$ cat config.mk
export PLATFORM = sky130hd
export DESIGN_NAME = status_indicator_pattern_driver_top
export DESIGN_NICKNAME = d
export VERILOG_FILES = /design/src/sipd_pkg.sv /design/src/sipd_pattern.sv /design/src/status_indicator_pattern_driver_top.sv
export SDC_FILE = /design/constraint.sdc
export NUM_CORES = 1
export LEC_CHECK = 0
export ABC_AREA = 0
export ABC_CLOCK_PERIOD_IN_PS = 12700
export BUFFER_PORTS_ARGS = -buffer_cell sky130_fd_sc_hd__buf_4
export CORE_ASPECT_RATIO = 1.4
export CORE_MARGIN = 10
export CORE_UTILIZATION = 60
export DETAILED_ROUTE_END_ITERATION = 16
export GPL_TIMING_DRIVEN = 1
export PLACE_DENSITY = 0.82
export SYNTH_ARGS = -nofsm -noshare
export SYNTH_HDL_FRONTEND = slang
export SYNTH_SLANG_ARGS = --single-unit
export TNS_END_PERCENT = 50
$ cat constraint.sdc
create_clock -name aclk -period 12.7 [get_ports aclk]
set_input_delay 1.905 -clock aclk [delete_from_list [all_inputs] [get_ports aclk]]
set_output_delay 1.905 -clock aclk [all_outputs]
set_load 0.1 [all_outputs]
$ cat src/sipd_pkg.sv
// Shared types and constants for the status indicator pattern driver.
`timescale 1ns / 1ps

package sipd_pkg;

    localparam int TIME_BITS_DEF = 32;
    localparam int STATE_W       = 3;
    localparam int STEER_W       = 24;
    localparam int POS_W         = 17;
    localparam int BTN_W         = 8;
    localparam int DPER_W        = 13;
    localparam int BPER_W        = 11;
    localparam int CFG_IDX_W     = 4;
    localparam int CFG_DATA_W    = 16;
    localparam int OUT_FIELDS_W  = 4 + POS_W + 1 + STATE_W + POS_W + BTN_W;
    localparam int OUT_TDATA_W   = ((OUT_FIELDS_W + 7) / 8) * 8;

    // System states.
    localparam logic [STATE_W-1:0] ST_BOOT     = 3'd0;
    localparam logic [STATE_W-1:0] ST_READY    = 3'd1;
    localparam logic [STATE_W-1:0] ST_RUNNING  = 3'd2;
    localparam logic [STATE_W-1:0] ST_DEGRADED = 3'd3;
    localparam logic [STATE_W-1:0] ST_SAFESTOP = 3'd4;
    localparam logic [STATE_W-1:0] ST_FAULT    = 3'd5;

    // Configuration register indexes.
    localparam logic [CFG_IDX_W-1:0] REG_DISPLAY_PERIOD = 4'd0;
    localparam logic [CFG_IDX_W-1:0] REG_BLINK_PERIOD   = 4'd1;
    localparam logic [CFG_IDX_W-1:0] REG_BUZZER_ENABLE  = 4'd2;
    localparam logic [CFG_IDX_W-1:0] REG_SERVO_ENABLE   = 4'd3;

    localparam logic [CFG_DATA_W-1:0] DPER_MIN = 16'd200;
    localparam logic [CFG_DATA_W-1:0] DPER_MAX = 16'd5000;
    localparam logic [CFG_DATA_W-1:0] BPER_MIN = 16'd50;
    localparam logic [CFG_DATA_W-1:0] BPER_MAX = 16'd2000;

    localparam logic [DPER_W-1:0] DPER_RESET = 13'd500;
    localparam logic [BPER_W-1:0] BPER_RESET = 11'd250;

    localparam logic signed [STEER_W-1:0] STEER_POS_ONE = 24'sd32768;
    localparam logic signed [STEER_W-1:0] STEER_NEG_ONE = -24'sd32768;
    localparam logic signed [POS_W-1:0]   POS_ONE       = 17'sd32768;
    localparam logic signed [POS_W-1:0]   NEG_ONE       = -17'sd32768;

    typedef struct packed {
        logic builtin;
        logic user;
        logic buzz;
    } pattern_t;

endpackage

$ cat src/sipd_pattern.sv
// LED and buzzer pattern decode from system state and blink phase.
`timescale 1ns / 1ps

module sipd_pattern (
    input  logic [sipd_pkg::STATE_W-1:0] sys_state,
    input  logic [2:0]                   phase,
    output sipd_pkg::pattern_t           pattern
);
    import sipd_pkg::*;

    always_comb begin
        pattern = '0;
        case (sys_state)
            ST_BOOT: begin
                pattern.builtin = ~phase[0];
            end
            ST_READY: begin
                pattern.builtin = 1'b1;
            end
            ST_RUNNING: begin
                pattern.builtin = (phase[1:0] == 2'd0);
                pattern.user    = 1'b1;
            end
            ST_DEGRADED: begin
                pattern.builtin = ~phase[1];
                pattern.user    = ~phase[0];
            end
            ST_SAFESTOP: begin
                pattern.builtin = ~phase[0];
                pattern.user    = ~phase[0];
                pattern.buzz    = (phase == 3'd0);
            end
            ST_FAULT: begin
                pattern.builtin = ~phase[0];
                pattern.user    = phase[0];
                pattern.buzz    = ~phase[1];
            end
            default: begin
                pattern = '0;
            end
        endcase
    end

endmodule

$ cat src/status_indicator_pattern_driver_top.sv
// Top level: update sequencer with a shared subtractor for the blink divide and refresh check.
// Items pass one at a time: no new item is taken until the last one has left the sequence, which
// includes the bit-serial divide of the elapsed time by the blink period, one quotient bit a cycle
// through the shared subtractor. An item waits in S_OUT while the output register is still held.
// A finished item waits in the output register while the next item is taken.
// Reset (aresetn low, synchronous) clears the start flag, times, sequencer, output valid flag and
// restores the configuration registers to their defaults.
`timescale 1ns / 1ps

module status_indicator_pattern_driver_top #(
    parameter int TIME_BITS = sipd_pkg::TIME_BITS_DEF
) (
    input  logic                                 aclk,
    input  logic                                 aresetn,
    // now_ms, system_state, steering_in, buttons, zero padding
    input  logic [((TIME_BITS+35+7)/8)*8-1:0]    s_tdata,
    // steering_invalid
    input  logic                                 s_tuser,
    input  logic                                 s_tvalid,
    output logic                                 s_tready,
    // led_builtin, led_user, buzzer_on, servo_permitted, servo_position,
    // display_refresh, display_state, display_steering, display_buttons, zero padding
    output logic [sipd_pkg::OUT_TDATA_W-1:0]     m_tdata,
    output logic                                 m_tvalid,
    input  logic                                 m_tready,
    input  logic                                 cfg_valid,
    output logic                                 cfg_ready,
    input  logic [sipd_pkg::CFG_IDX_W-1:0]       cfg_index,
    input  logic [sipd_pkg::CFG_DATA_W-1:0]      cfg_data
);
    import sipd_pkg::*;

    localparam int CNT_W      = $clog2(TIME_BITS);

    typedef enum logic [2:0] {
        S_IDLE,
        S_DIFF,
        S_DIV,
        S_CMP1,
        S_CMP2,
        S_OUT
    } state_t;

    state_t state_reg;

    logic [TIME_BITS-1:0]      start_reg;
    logic [TIME_BITS-1:0]      last_reg;
    logic                      started_reg;
    logic                      first_reg;

    logic [DPER_W-1:0]         dper_reg;
    logic [BPER_W-1:0]         bper_reg;
    logic                      buzz_en_reg;
    logic                      servo_en_reg;

    logic [TIME_BITS-1:0]      now_reg;
    logic [STATE_W-1:0]        sys_state_reg;
    logic signed [STEER_W-1:0] steer_reg;
    logic                      invalid_reg;
    logic [BTN_W-1:0]          btn_reg;

    logic [TIME_BITS-1:0]      work_reg;
    logic [BPER_W-1:0]         rem_reg;
    logic [2:0]                phase_reg;
    logic [CNT_W-1:0]          cnt_reg;
    logic                      refresh_reg;

    logic [OUT_TDATA_W-1:0]    out_reg;
    logic                      out_valid_reg;

    logic [TIME_BITS-1:0]      now_in;
    logic [TIME_BITS-1:0]      sub_a;
    logic [TIME_BITS-1:0]      sub_b;
    logic [TIME_BITS:0]        sub_res;
    logic                      borrow;
    logic [BPER_W:0]           rem_shift;
    logic signed [POS_W-1:0]   steer_clamped;
    logic                      permitted;
    logic                      out_free;
    logic                      show_frame;
    pattern_t                  pattern;

    assign now_in = s_tdata[TIME_BITS-1:0];

    // The one subtractor that the difference, divide and compare steps of the sequence share.
    assign sub_res = {1'b0, sub_a} - {1'b0, sub_b};
    assign borrow  = sub_res[TIME_BITS];

    assign rem_shift = {rem_reg, work_reg[TIME_BITS-1]};

    always_comb begin
        case (state_reg)
            S_DIV: begin
                sub_a = {{(TIME_BITS-BPER_W-1){1'b0}}, rem_shift};
                sub_b = {{(TIME_BITS-BPER_W){1'b0}}, bper_reg};
            end
            S_CMP1: begin
                sub_a = now_reg;
                sub_b = last_reg;
            end
            S_CMP2: begin
                sub_a = work_reg;
                sub_b = {{(TIME_BITS-DPER_W){1'b0}}, dper_reg};
            end
            default: begin
                sub_a = now_reg;
                sub_b = start_reg;
            end
        endcase
    end

    always_comb begin
        if (invalid_reg) begin
            steer_clamped = '0;
        end else if (steer_reg > STEER_POS_ONE) begin
            steer_clamped = POS_ONE;
        end else if (steer_reg < STEER_NEG_ONE) begin
            steer_clamped = NEG_ONE;
        end else begin
            steer_clamped = steer_reg[POS_W-1:0];
        end
    end

    sipd_pattern u_pattern (
        .sys_state (sys_state_reg),
        .phase     (phase_reg),
        .pattern   (pattern)
    );

    assign permitted  = servo_en_reg && (sys_state_reg == ST_RUNNING);
    assign out_free   = !out_valid_reg || m_tready;
    assign show_frame = refresh_reg && !first_reg;

    assign s_tready  = (state_reg == S_IDLE);
    assign cfg_ready = 1'b1;
    assign m_tvalid  = out_valid_reg;
    assign m_tdata   = out_reg;

    always_ff @(posedge aclk) begin
        if (!aresetn) begin
            state_reg     <= S_IDLE;
            start_reg     <= '0;
            last_reg      <= '0;
            started_reg   <= 1'b0;
            first_reg     <= 1'b0;
            out_valid_reg <= 1'b0;
            dper_reg      <= DPER_RESET;
            bper_reg      <= BPER_RESET;
            buzz_en_reg   <= 1'b0;
            servo_en_reg  <= 1'b0;
        end else begin
            // The output stage loads a new item itself, so it is left out here.
            if (out_valid_reg && m_tready && (state_reg != S_OUT)) begin
                out_valid_reg <= 1'b0;
            end

            if (cfg_valid) begin
                case (cfg_index)
                    REG_DISPLAY_PERIOD: begin
                        if (cfg_data >= DPER_MIN && cfg_data <= DPER_MAX) begin
                            dper_reg <= cfg_data[DPER_W-1:0];
                        end
                    end
                    REG_BLINK_PERIOD: begin
                        if (cfg_data >= BPER_MIN && cfg_data <= BPER_MAX) begin
                            bper_reg <= cfg_data[BPER_W-1:0];
                        end
                    end
                    REG_BUZZER_ENABLE: begin
                        buzz_en_reg <= cfg_data[0];
                    end
                    REG_SERVO_ENABLE: begin
                        servo_en_reg <= cfg_data[0];
                    end
                    default: begin
                    end
                endcase
            end

            case (state_reg)
                S_IDLE: begin
                    if (s_tvalid) begin
                        now_reg       <= now_in;
                        sys_state_reg <= s_tdata[TIME_BITS+STATE_W-1:TIME_BITS];
                        steer_reg     <= s_tdata[TIME_BITS+STATE_W+STEER_W-1:
                                                 TIME_BITS+STATE_W];
                        btn_reg       <= s_tdata[TIME_BITS+STATE_W+STEER_W+BTN_W-1:
                                                 TIME_BITS+STATE_W+STEER_W];
                        invalid_reg   <= s_tuser;
                        first_reg     <= !started_reg;
                        if (!started_reg) begin
                            start_reg   <= now_in;
                            last_reg    <= now_in;
                            started_reg <= 1'b1;
                        end
                        state_reg <= S_DIFF;
                    end
                end
                S_DIFF: begin
                    work_reg  <= sub_res[TIME_BITS-1:0];
                    rem_reg   <= '0;
                    phase_reg <= '0;
                    cnt_reg   <= '0;
                    state_reg <= S_DIV;
                end
                S_DIV: begin
                    // Restoring division; only the three lowest quotient bits are kept.
                    if (!borrow) begin
                        rem_reg <= sub_res[BPER_W-1:0];
                    end else begin
                        rem_reg <= rem_shift[BPER_W-1:0];
                    end
                    phase_reg <= {phase_reg[1:0], !borrow};
                    work_reg  <= {work_reg[TIME_BITS-2:0], 1'b0};
                    cnt_reg   <= cnt_reg + 1'b1;
                    if (cnt_reg == CNT_W'(TIME_BITS - 1)) begin
                        state_reg <= S_CMP1;
                    end
                end
                S_CMP1: begin
                    work_reg  <= sub_res[TIME_BITS-1:0];
                    state_reg <= S_CMP2;
                end
                S_CMP2: begin
                    refresh_reg <= first_reg || !borrow;
                    state_reg   <= S_OUT;
                end
                S_OUT: begin
                    if (out_free) begin
                        out_reg <= {{(OUT_TDATA_W-OUT_FIELDS_W){1'b0}},
                                    show_frame ? btn_reg : {BTN_W{1'b0}},
                                    show_frame ? steer_clamped : {POS_W{1'b0}},
                                    show_frame ? sys_state_reg : {STATE_W{1'b0}},
                                    refresh_reg,
                                    permitted ? steer_clamped : {POS_W{1'b0}},
                                    permitted,
                                    pattern.buzz && buzz_en_reg,
                                    pattern.user,
                                    pattern.builtin};
                        out_valid_reg <= 1'b1;
                        if (show_frame) begin
                            last_reg <= now_reg;
                        end
                        state_reg <= S_IDLE;
                    end
                end
                default: begin
                    state_reg <= S_IDLE;
                end
            endcase
        end
    end

    // The block takes no further item while one is in the sequence.
    assert property (@(posedge aclk) disable iff (!aresetn)
        s_tvalid && s_tready |=> !s_tready)
        else $error("input accepted while an item is in progress");

    // A result without a refresh carries an empty frame.
    assert property (@(posedge aclk) disable iff (!aresetn)
        out_valid_reg && !out_reg[4+POS_W] |->
            out_reg[OUT_FIELDS_W-1:5+POS_W] == '0)
        else $error("frame fields set without a display refresh");

    // The servo position is zero whenever the servo is not permitted.
    assert property (@(posedge aclk) disable iff (!aresetn)
        out_valid_reg && !out_reg[3] |-> out_reg[3+POS_W:4] == '0)
        else $error("servo position driven while not permitted");

    // The blink period never leaves its legal range, so the divide never sees zero.
    assert property (@(posedge aclk) disable iff (!aresetn)
        bper_reg >= BPER_MIN[BPER_W-1:0] && bper_reg <= BPER_MAX[BPER_W-1:0])
        else $error("blink period out of range");

endmodule
==> results.yml, run 1 <==
critical_path:
  crit_path_start_kind: "flip-flop"
  slowest_stage: "dfxtp_1"
  critPathKind: "flip-flop to flip-flop"
  cp_common_cell: "buf_4"
  critical_path.top_delay_family: "simple AND/OR/NAND/NOR gates"
  end_kind: "flip-flop"
  cp.required_ps: 12980
  cp_max_fo: 21
  worst-path-buf-inv: 2
  arrival_ps: 5310
  cp_slowest_stage_delay_ps: 680
  path_cells: "buf_4, nand2b_1, nor2_1, nor2_2, buf_4, nand2_1, nand3_1, ha_1, a21oi_1, o21ai_0, and3_2, o21a_1, a21oi_4, o21ai_2, or2_2"
synthesis:
  syn-instance-count: 1318
  ys_seq_area_share_pct: 53.39
  synth-edff-count: 170
  synth_top_area_share_pct: 38.79
  synth_area_leaders: "edfxtp_1 39%, dfxtp_1 15%, nand2_1 7.0%"
  ys_top_cells_by_count: "245 x nand2_1, 170 x edfxtp_1, 96 x dfxtp_1, 90 x nor2_1, 83 x a21oi_1"
  synth.most_common_cell: "nand2_1"
  synth_ff_type: "edfxtp_1"
  yosysWarnings: 0
  yosysTopAreaCell: "edfxtp_1"
  avgSynthCellArea_sq_um: 9.985
  synth.distinct_cells: 74
  async_reset_ff_share_pct: 0
  synth_seq_cells: 266
  syn_area_sq_um: 13160
floorplan:
  io_pins: 157
  die_w_microns: 145.2
  rows: 64
  core_sq_um: 21700
  dieArea_sq_um: 28340
  die_y_microns: 195.2
  initial_core_util_pct: 60.64
clock_tree:
  cts_setup_buffers: 0
  clk_pin_slew_ps: 70
  cts_tree: "yes"
  cts_sinks: 266
  numCtsBuffers: 24
  clockRootBuffer: "clkbuf_16"
  post_cts_resized: 0
  clk_latency_ps: 530
  ctsHoldBuffers: 0
  htree_levels: 1
  clk_path_buf_depth: 3
timing:
  fin_crit_ps: 5022
  timing_hold_violations_final: 0
  rsz0062_at_grt: "no"
  post-route-period-util_pct: 39.54
  slew_headroom_pct: 31.35
  setup_viol: 0
  finClkSkew_ps: 16.38
  finalSetupTns_ps: 0
  fmax_ghz: 0.1991
  maxSlewViolCount: 0
  worstMarginPinSlew_ps: 1030
global_routing:
  antenna_found_initial: 0
  grt_max_degree: 65
  overflow: 0
  grt_util_all_layers_pct: 22.93
  grt_pass1_vias: 10510
  grt_pass1_wl_mm: 53.96
final_layout:
  seqCellArea_sq_um: 7027
  drive_gt1_share_pct: 15.64
  final-instance-count-excl-fill: 1736
  fin_nets: 1554
  multi_input_area_sq_um: 5717
  largest_reg_flops: 50
  syn2layout_area_growth_pct: 15.39
  nFillCells: 1605
  diodes: 0
routing:
  post-route-drc-count: 0
  via_per_inst: 5.961
  ant_nets: 0
  dr.pass1.iters: 5
  dr.first_iter.drc_count: 680
  wirelength_mm: 33.90
  vias: 10350
  wl_per_cell_microns: 19.53
run_status:
  outcome: "complete, no violations"
power:
  ir_drop_mv: 0.1126
  p_per_area_nw_per_um2: 145.7
  power_leakage_nw: 5.679
placement:
  port_buffers: 144
  gp_congestion: 0.9364
  dpl.cell_count: 1692
  place.detailed.hpwl_mm: 23.57
hold_path:
  hold_class: "flip-flop to flip-flop"
flow_run:
  maxCapViolations: 0
==> cell type report <==
cell class,instances,area share [%]
sequential,266,46.27
tap,297,2.447
timing repair buffer,163,8.058
inverter,13,0.3213
clock inverter,15,1.112
multi-input combinational,953,37.65
clock buffer,29,4.144
==> kinds of logic after synthesis <==
family | count (synthesis) | share of synthesized area, %
multiplexers | 47 | 3.575
buffers and inverters | 104 | 3.470
flip-flops | 266 | 53.39
adder cells (fa/ha/maj) | 35 | 3.385
AO/OA/AOI/OAI | 310 | 15.98
AND/OR/NAND/NOR | 531 | 18.61
other | 2 | 0.05707
XOR/XNOR | 23 | 1.531
==> cells in the final DEF, fill, tap and decap left out, types with 6 or more instances in the layout <==
cell type / instances
a21boi_0: 10
a21o_1: 17
a21oi_1: 83
a22o_1: 20
a311oi_1: 33
a31oi_1: 7
a32oi_1: 19
and2_1: 49
buf_4: 163
clkbuf_16: 24
clkinv_2: 7
conb_1: 7
dfxtp_1: 96
edfxtp_1: 170
ha_1: 34
inv_1: 12
mux2i_1: 47
nand2_1: 245
nand2b_1: 11
nand3_1: 37
nand4_1: 13
nor2_1: 87
nor2b_1: 20
nor3_1: 16
nor3b_1: 6
nor4_1: 7
o21a_1: 10
o21ai_0: 68
or3_1: 12
xnor2_1: 11
xor2_1: 12
==> per-stage QoR <==
step	worst slack [ps]	util (%)	total power [mW]	hold WS [ps]	instance area (sq um)
floorplan	6889	-	1.361	436.3	13180
global placement	7870	66.28	1.475	444.3	14380
detailed placement	7811	66.28	1.485	447.5	14380
CTS	7706	69.96	2.217	456.4	15180
global route	7430	69.98	2.305	472.4	15190
finish	7678	69.98	2.212	458.3	15190
==> worst reg2reg max path: cells and delay by family (launching register included) <==
kind	cells	cell delay, ps
simple gates	7	1730
fa+ha+maj	1	310
compound gates	5	1340
buf+inv	2	730
flops	1	680
==> where the power goes <==
group | leakage (nW) | switching [mW] | total, mW | internal (mW)
clock | 0.391 | 0.318 | 0.736 | 0.418
combinational | 3.00 | 0.298 | 0.475 | 0.177
sequential | 2.29 | 0.0264 | 1.00 | 0.975
==> path summary, 6_finish.rpt <==
| kind | depth (start not counted) | endpoint | startpoint | slack (ps) |
|---|---|---|---|---|
| setup reg to reg | 15 | refresh_reg$_DFFE_PP_ | state_reg[2]$_SDFFE_PN0P_ | 7680 |
| hold reg to reg | 2 | start_reg[31]$_SDFFE_PN0P_ | start_reg[31]$_SDFFE_PN0P_ | 460 |
| hold / removal | 2 | start_reg[31]$_SDFFE_PN0P_ | start_reg[31]$_SDFFE_PN0P_ | 460 |
| setup / recovery | 15 | refresh_reg$_DFFE_PP_ | state_reg[2]$_SDFFE_PN0P_ | 7680 |
==> metal layers <==
metal | GRT usage (%) | up-vias | share of wire, %
met5 | 0 | - | 0
met4 | 11.04 | 0 | 4.5
met3 | 3.563 | 84 | 6.0
met2 | 42.64 | 386 | 52
met1 | 24.79 | 4904 | 37
li1 | - | 4974 | -
(Power assumes the default switching activity.)
==> inputs of run 2 (changes only) <==
--- a/config.mk
+++ b/config.mk
@@ -5,15 +5,15 @@
 export SDC_FILE = /design/constraint.sdc
 export NUM_CORES = 1
 export LEC_CHECK = 0
-export ABC_AREA = 0
-export ABC_CLOCK_PERIOD_IN_PS = 12700
+export ABC_AREA = 1
+export ABC_CLOCK_PERIOD_IN_PS = 4400
 export BUFFER_PORTS_ARGS = -buffer_cell sky130_fd_sc_hd__buf_4
 export CORE_ASPECT_RATIO = 1.4
 export CORE_MARGIN = 10
-export CORE_UTILIZATION = 60
+export CORE_UTILIZATION = 53
 export DETAILED_ROUTE_END_ITERATION = 16
 export GPL_TIMING_DRIVEN = 1
-export PLACE_DENSITY = 0.82
+export PLACE_DENSITY = 0.76
 export SYNTH_ARGS = -nofsm -noshare
 export SYNTH_HDL_FRONTEND = slang
 export SYNTH_SLANG_ARGS = --single-unit
==> constraint.sdc (replaced) <==
create_clock -name aclk -period 4.4 [get_ports aclk]
set_input_delay 0.66 -clock aclk [delete_from_list [all_inputs] [get_ports aclk]]
set_output_delay 0.66 -clock aclk [all_outputs]
set_load 0.1 [all_outputs]
==> results.yml, run 2 <==
run_status:
  outcome: "complete, no violations"
routing:
  dr.first_iter.drc_count: 977
  post-route-drc-count: 0
  ant_nets: 0
  via_per_inst: 5.406
  wirelength_mm: 36.72
  dr.pass1.iters: 5
  vias: 11890
  wl_per_cell_microns: 16.70
synthesis:
  ys_top_cells_by_count: "545 x nand2_1, 210 x nor2_1, 197 x inv_1, 170 x edfxtp_1, 101 x nand3_1"
  synth_ff_type: "edfxtp_1"
  synth_area_leaders: "edfxtp_1 37%, nand2_1 15%, dfxtp_1 14%"
  synth.most_common_cell: "nand2_1"
  ys_seq_area_share_pct: 51.31
  avgSynthCellArea_sq_um: 7.894
  async_reset_ff_share_pct: 0
  yosysTopAreaCell: "edfxtp_1"
  yosysWarnings: 0
  synth_seq_cells: 266
  syn-instance-count: 1735
  synth-edff-count: 170
  syn_area_sq_um: 13700
  synth.distinct_cells: 44
  synth_top_area_share_pct: 37.27
power:
  p_per_area_nw_per_um2: 661.5
  pwr-share-seq_pct: 33.0
  comb_power_share_pct: 47.1
  power.switching_mw: 4.560
  power_frac_clock_pct: 19.9
  power_leakage_nw: 7.251
  p_sw_share_pct: 43.54
  ir_drop_mv: 0.4328
  internal_power_mw: 5.913
floorplan:
  die_y_microns: 210.2
  io_pins: 157
  die_w_microns: 155.9
  rows: 69
  initial_core_util_pct: 53.78
  dieArea_sq_um: 32760
  core_sq_um: 25470
critical_path:
  critPathKind: "flip-flop to flip-flop"
  rr_worst_depth: 19
  crit_path_start_kind: "flip-flop"
  startpoint: "state_reg[2]$_SDFFE_PN0P_"
  rrSetupSlack_ps: 420
  r2r_start: "state_reg[2]$_SDFFE_PN0P_"
  cp.required_ps: 4670
  arrival_ps: 4250
  reg2reg_to: "rem_reg[0]$_SDFFCE_PP0P_"
  crit_path_end: "rem_reg[0]$_SDFFCE_PP0P_"
  cp_max_fo: 33
  end_kind: "flip-flop"
final_layout:
  layout_common_cells: "545 x nand2_1, 206 x nor2_1, 197 x inv_1, 170 x edfxtp_1, 164 x buf_4"
  drive_gt1_share_pct: 12.45
  multi_input_area_sq_um: 5567
  diodes: 0
  largest_reg_flops: 50
  seqCellArea_sq_um: 7027
  fin_nets: 1993
  syn2layout_area_growth_pct: 15.59
  nFillCells: 2196
  final_common_cell: "nand2_1"
flow_run:
  maxCapViolations: 0
timing:
  setup_ws_ps: 420.2
  fin_crit_ps: 3980
  finClkSkew_ps: 13.01
  maxSlewViolCount: 0
  timing_hold_violations_final: 0
  fmax_ghz: 0.2513
  slew_headroom_pct: 24.45
  post-route-period-util_pct: 90.45
  setup_viol: 0
  finalSetupTns_ps: 0
  fin_hold_ws_ps: 296.6
  rsz0062_at_grt: "no"
  worstMarginPinSlew_ps: 1133
clock_tree:
  clk_latency_ps: 540
  ctsHoldBuffers: 0
  clockRootBuffer: "clkbuf_16"
  clk_path_buf_depth: 3
  cts_setup_buffers: 0
  numCtsBuffers: 26
  post_cts_resized: 0
  htree_levels: 1
  cts_sinks: 266
  clk_pin_slew_ps: 60
  cts_tree: "yes"
global_routing:
  grt_pass1_wl_mm: 59.00
  overflow: 0
  grt_pass1_vias: 11560
  grt_max_degree: 92
  antenna_found_initial: 0
  grt_util_all_layers_pct: 21.72
placement:
  gp_congestion: 0.9619
  place.detailed.hpwl_mm: 27.07
  port_buffers: 144
  dpl_worst_slack_ps: 526.9
hold_path:
  hold_class: "primary input to flip-flop"
==> run 2: cell types whose count changed in the layout (fill, tap and decap cells not counted), sizes merged, moves of 25 or more <==
| cell | delta |
|---|---|
| mux2i | -47 |
| nand2 | +301 |
| nor2 | +122 |
| a31oi | +26 |
| o21ai | +25 |
| nand3 | +65 |
| inv | +203 |
| a311oi | -33 |
| and2 | -47 |
| a21oi | -37 |
==> run 2: worst max-delay path: stages (launching register included) <==
cell	delay [ps]
dfxtp_1	330
inv_2	110
nand2_1	90
nor2_2	120
buf_4	390
nand2_1	90
o2111ai_1	150
ha_1	230
inv_2	80
fa_1	460
nand3_1	120
nand3_1	150
nand2_1	90
nand2_1	90
nand2_1	70
nand2_1	90
nand2_1	350
nand2_1	400
nand2_1	190
a21oi_1	90
==> run 2: cell type report <==
cell class / count / area share (%)
sequential: 266 / 44.38
multi-input combinational: 1184 / 35.16
timing repair buffer: 164 / 7.777
inverter: 218 / 5.177
clock buffer: 34 / 4.497
tap: 319 / 2.521
clock inverter: 14 / 0.4821
==> run 2: power by group through the flow <==
stage | Combinational [mW] | Sequential (mW) | Clock (mW)
floorplan | 3.57 | 3.45 | 0
global placement | 4.81 | 3.48 | 0
detailed placement | 4.87 | 3.49 | 0
CTS | 4.89 | 3.44 | 2.10
global route | 5.56 | 3.49 | 2.21
finish | 4.94 | 3.45 | 2.08
==> run 2: cells by family after synthesis <==
family	count (synthesis)	share of synthesized area, %
buf+inv	290	8.387
xor+xnor	13	0.8314
fa+ha+maj	35	3.252
flops	266	51.31
other cells	2	0.05483
simple gates	905	26.67
compound gates	224	9.501
==> run 2: worst min path at each step <==
stage,from,end,slack (ps),cells after the start
5_1_grt,s_tdata[59],btn_reg[0]$_DFFE_PP_,280,1
2_1_floorplan,refresh_reg$_DFFE_PP_,m_tdata[21]$_DFFE_PP_,430,0
3_5_place_dp,dper_reg[7]$_SDFFE_PN1P_,dper_reg[7]$_SDFFE_PN1P_,450,2
3_3_place_gp,bper_reg[7]$_SDFFE_PN1P_,bper_reg[7]$_SDFFE_PN1P_,450,2
4_1_cts,s_tdata[59],btn_reg[0]$_DFFE_PP_,280,1
6_report,s_tdata[62],btn_reg[3]$_DFFE_PP_,300,1
==> run 2: routing by layer <==
metal / vias to the layer above / global-route usage [%] / share of wire, %
met5: - / 0 / 0
met4: 0 / 7.604 / 3.5
met3: 93 / 3.321 / 7.3
met2: 476 / 36.19 / 47
met1: 5424 / 28.16 / 42
li1: 5894 / - / -
==> run 2: metrics by stage <==
step	std cells	utilization [%]	power (mW)	instance area (sq um)
after global routing	2199	62.16	11.26	15830
after CTS	2199	62.16	10.44	15830
final	2199	62.16	10.47	15830
after detailed placement	2151	59.07	8.366	15040
after floorplan	1740	-	7.020	13720
after global placement	2151	59.07	8.285	15040
==> inputs of run 3 (changes only) <==
--- a/config.mk
+++ b/config.mk
@@ -6,14 +6,14 @@
 export NUM_CORES = 1
 export LEC_CHECK = 0
 export ABC_AREA = 1
-export ABC_CLOCK_PERIOD_IN_PS = 4400
+export ABC_CLOCK_PERIOD_IN_PS = 3980
 export BUFFER_PORTS_ARGS = -buffer_cell sky130_fd_sc_hd__buf_4
 export CORE_ASPECT_RATIO = 1.4
 export CORE_MARGIN = 10
-export CORE_UTILIZATION = 53
+export CORE_UTILIZATION = 59
 export DETAILED_ROUTE_END_ITERATION = 16
 export GPL_TIMING_DRIVEN = 1
-export PLACE_DENSITY = 0.76
+export PLACE_DENSITY = 0.8
 export SYNTH_ARGS = -nofsm -noshare
 export SYNTH_HDL_FRONTEND = slang
 export SYNTH_SLANG_ARGS = --single-unit
==> constraint.sdc (replaced) <==
create_clock -name aclk -period 3.98 [get_ports aclk]
set_input_delay 0.597 -clock aclk [delete_from_list [all_inputs] [get_ports aclk]]
set_output_delay 0.597 -clock aclk [all_outputs]
set_load 0.1 [all_outputs]
==> results.yml, run 3 (synthesis results as in run 2) <==
placement:
  place.detailed.hpwl_mm: 26.39
  gp_congestion: 0.9838
  port_buffers: 144
critical_path:
  crit_path_start_kind: "flip-flop"
  cp_max_fo: 22
  rrSetupSlack_ps: 290
  end_kind: "flip-flop"
  cp_common_cell: "nand2_1"
  cp.required_ps: 4270
  critPathKind: "flip-flop to flip-flop"
  path_cells: "inv_2, nand3_1, inv_2, nor2_2, inv_2, nor2_2, buf_4, a22oi_1, ha_1, nand2_1, inv_1, nand2_1, nand2_1, nand2_1, nand2_1, a21oi_1, nand2_2, nand2_1, a21oi_1"
  cp_slowest_stage_delay_ps: 380
  slowest_stage: "dfxtp_1"
  arrival_ps: 3980
final_layout:
  drive_gt1_share_pct: 13.05
  layout_common_cells: "544 x nand2_1, 206 x nor2_1, 197 x inv_1, 170 x edfxtp_1, 169 x buf_4"
  nFillCells: 1782
  fin_nets: 1998
  diodes: 0
  largest_reg_flops: 50
  final_common_cell: "nand2_1"
  syn2layout_area_growth_pct: 16.65
routing:
  wirelength_mm: 36.27
  post-route-drc-count: 0
  via_per_inst: 5.509
  wl_met3_mm: 3.156
  vias: 12040
  wl_met2_mm: 17.12
  dr.pass1.iters: 5
  wl_per_cell_microns: 16.59
  wl_met1_mm: 14.83
  highest_layer: "met4"
  dr.first_iter.drc_count: 967
  ant_nets: 0
global_routing:
  overflow: 0
  grt_pass1_vias: 11650
  grt_pass1_wl_mm: 57.85
  antenna_found_initial: 0
  grt_max_degree: 92
  grt_util_all_layers_pct: 23.45
floorplan:
  die_w_microns: 148.8
  io_pins: 157
  initial_core_util_pct: 60.36
  core_sq_um: 22690
  dieArea_sq_um: 29790
  die_y_microns: 200.3
  rows: 65
clock_tree:
  clk_pin_slew_ps: 70
  cts_tree: "yes"
  cts_setup_buffers: 0
  ctsHoldBuffers: 0
  clk_path_buf_depth: 3
  htree_levels: 1
  numCtsBuffers: 26
  post_cts_resized: 0
  clk_latency_ps: 550
  cts_sinks: 266
  clockRootBuffer: "clkbuf_16"
power:
  ir_drop_mv: 0.6371
  power_leakage_nw: 7.347
  p_per_area_nw_per_um2: 740.0
timing:
  finalSetupTns_ps: 0
  post-route-period-util_pct: 92.62
  worstMarginPinSlew_ps: 1111
  fin_crit_ps: 3686
  timing_hold_violations_final: 0
  fin_hold_ws_ps: 222.7
  finClkSkew_ps: 18.41
  fmax_ghz: 0.2713
  slew_headroom_pct: 25.95
  maxSlewViolCount: 0
  rsz0062_at_grt: "no"
  setup_viol: 0
hold_path:
  hold_class: "primary input to flip-flop"
flow_run:
  maxCapViolations: 0
run_status:
  outcome: "complete, no violations"
## run 3: worst paths after layout
| kind | start | to | cells after the start |
|---|---|---|---|
| max reg2reg | state_reg[2]$_SDFFE_PN0P_ | rem_reg[0]$_SDFFCE_PP0P_ | 19 |
| min | s_tdata[32] | sys_state_reg[0]$_DFFE_PP_ | 1 |
| min reg2reg | dper_reg[5]$_SDFFE_PN1P_ | dper_reg[5]$_SDFFE_PN1P_ | 2 |
| max | state_reg[2]$_SDFFE_PN0P_ | rem_reg[0]$_SDFFCE_PP0P_ | 19 |
## run 3: report_power, final
part | switching (mW) | total, mW | internal, mW
clock network | 1.06 | 2.55 | 1.49
logic | 3.75 | 5.46 | 1.71
registers | 0.240 | 3.81 | 3.57
## run 3: final cells by class
class / instances / area [sq um] / area share (%)
inverter: 218 / 819.5 / 5.130
clock inverter: 8 / 63.81 / 0.3994
tap: 301 / 376.6 / 2.357
timing repair buffer: 169 / 1269 / 7.942
sequential: 266 / 7027 / 43.99
multi-input combinational: 1184 / 5569 / 34.86
clock buffer: 40 / 850.8 / 5.326
## run 3: metrics by stage
| step | instances | util [%] | worst slack, ps | area [sq um] | power [mW] |
|---|---|---|---|---|---|
| detailed placement | 2138 | 66.36 | 311.8 | 15060 | 9.192 |
| finish | 2186 | 70.41 | 293.6 | 15980 | 11.82 |
| global route | 2186 | 70.41 | 85.84 | 15980 | 12.68 |
| CTS | 2186 | 70.39 | 300.6 | 15970 | 11.76 |
| floorplan | 1740 | - | 112.3 | 13720 | 7.761 |
| global placement | 2138 | 66.36 | 406.7 | 15060 | 9.079 |
## run 3: critical path: cells and delay by family, from the launching register on
kind	cells	cell delay, ps
adder cells (fa/ha/maj)	1	370
flip-flops	1	380
AND/OR/NAND/NOR	10	1430
buffers and inverters	5	610
AO/OA/AOI/OAI	3	600
## run 3: layer usage
| metal | vias up | GRT usage (%) |
|---|---|---|
| li1 | 5901 | - |
| met1 | 5510 | 30.24 |
| met2 | 551 | 38.84 |
| met3 | 80 | 3.921 |
| met4 | 0 | 8.187 |
| met5 | - | 0 |
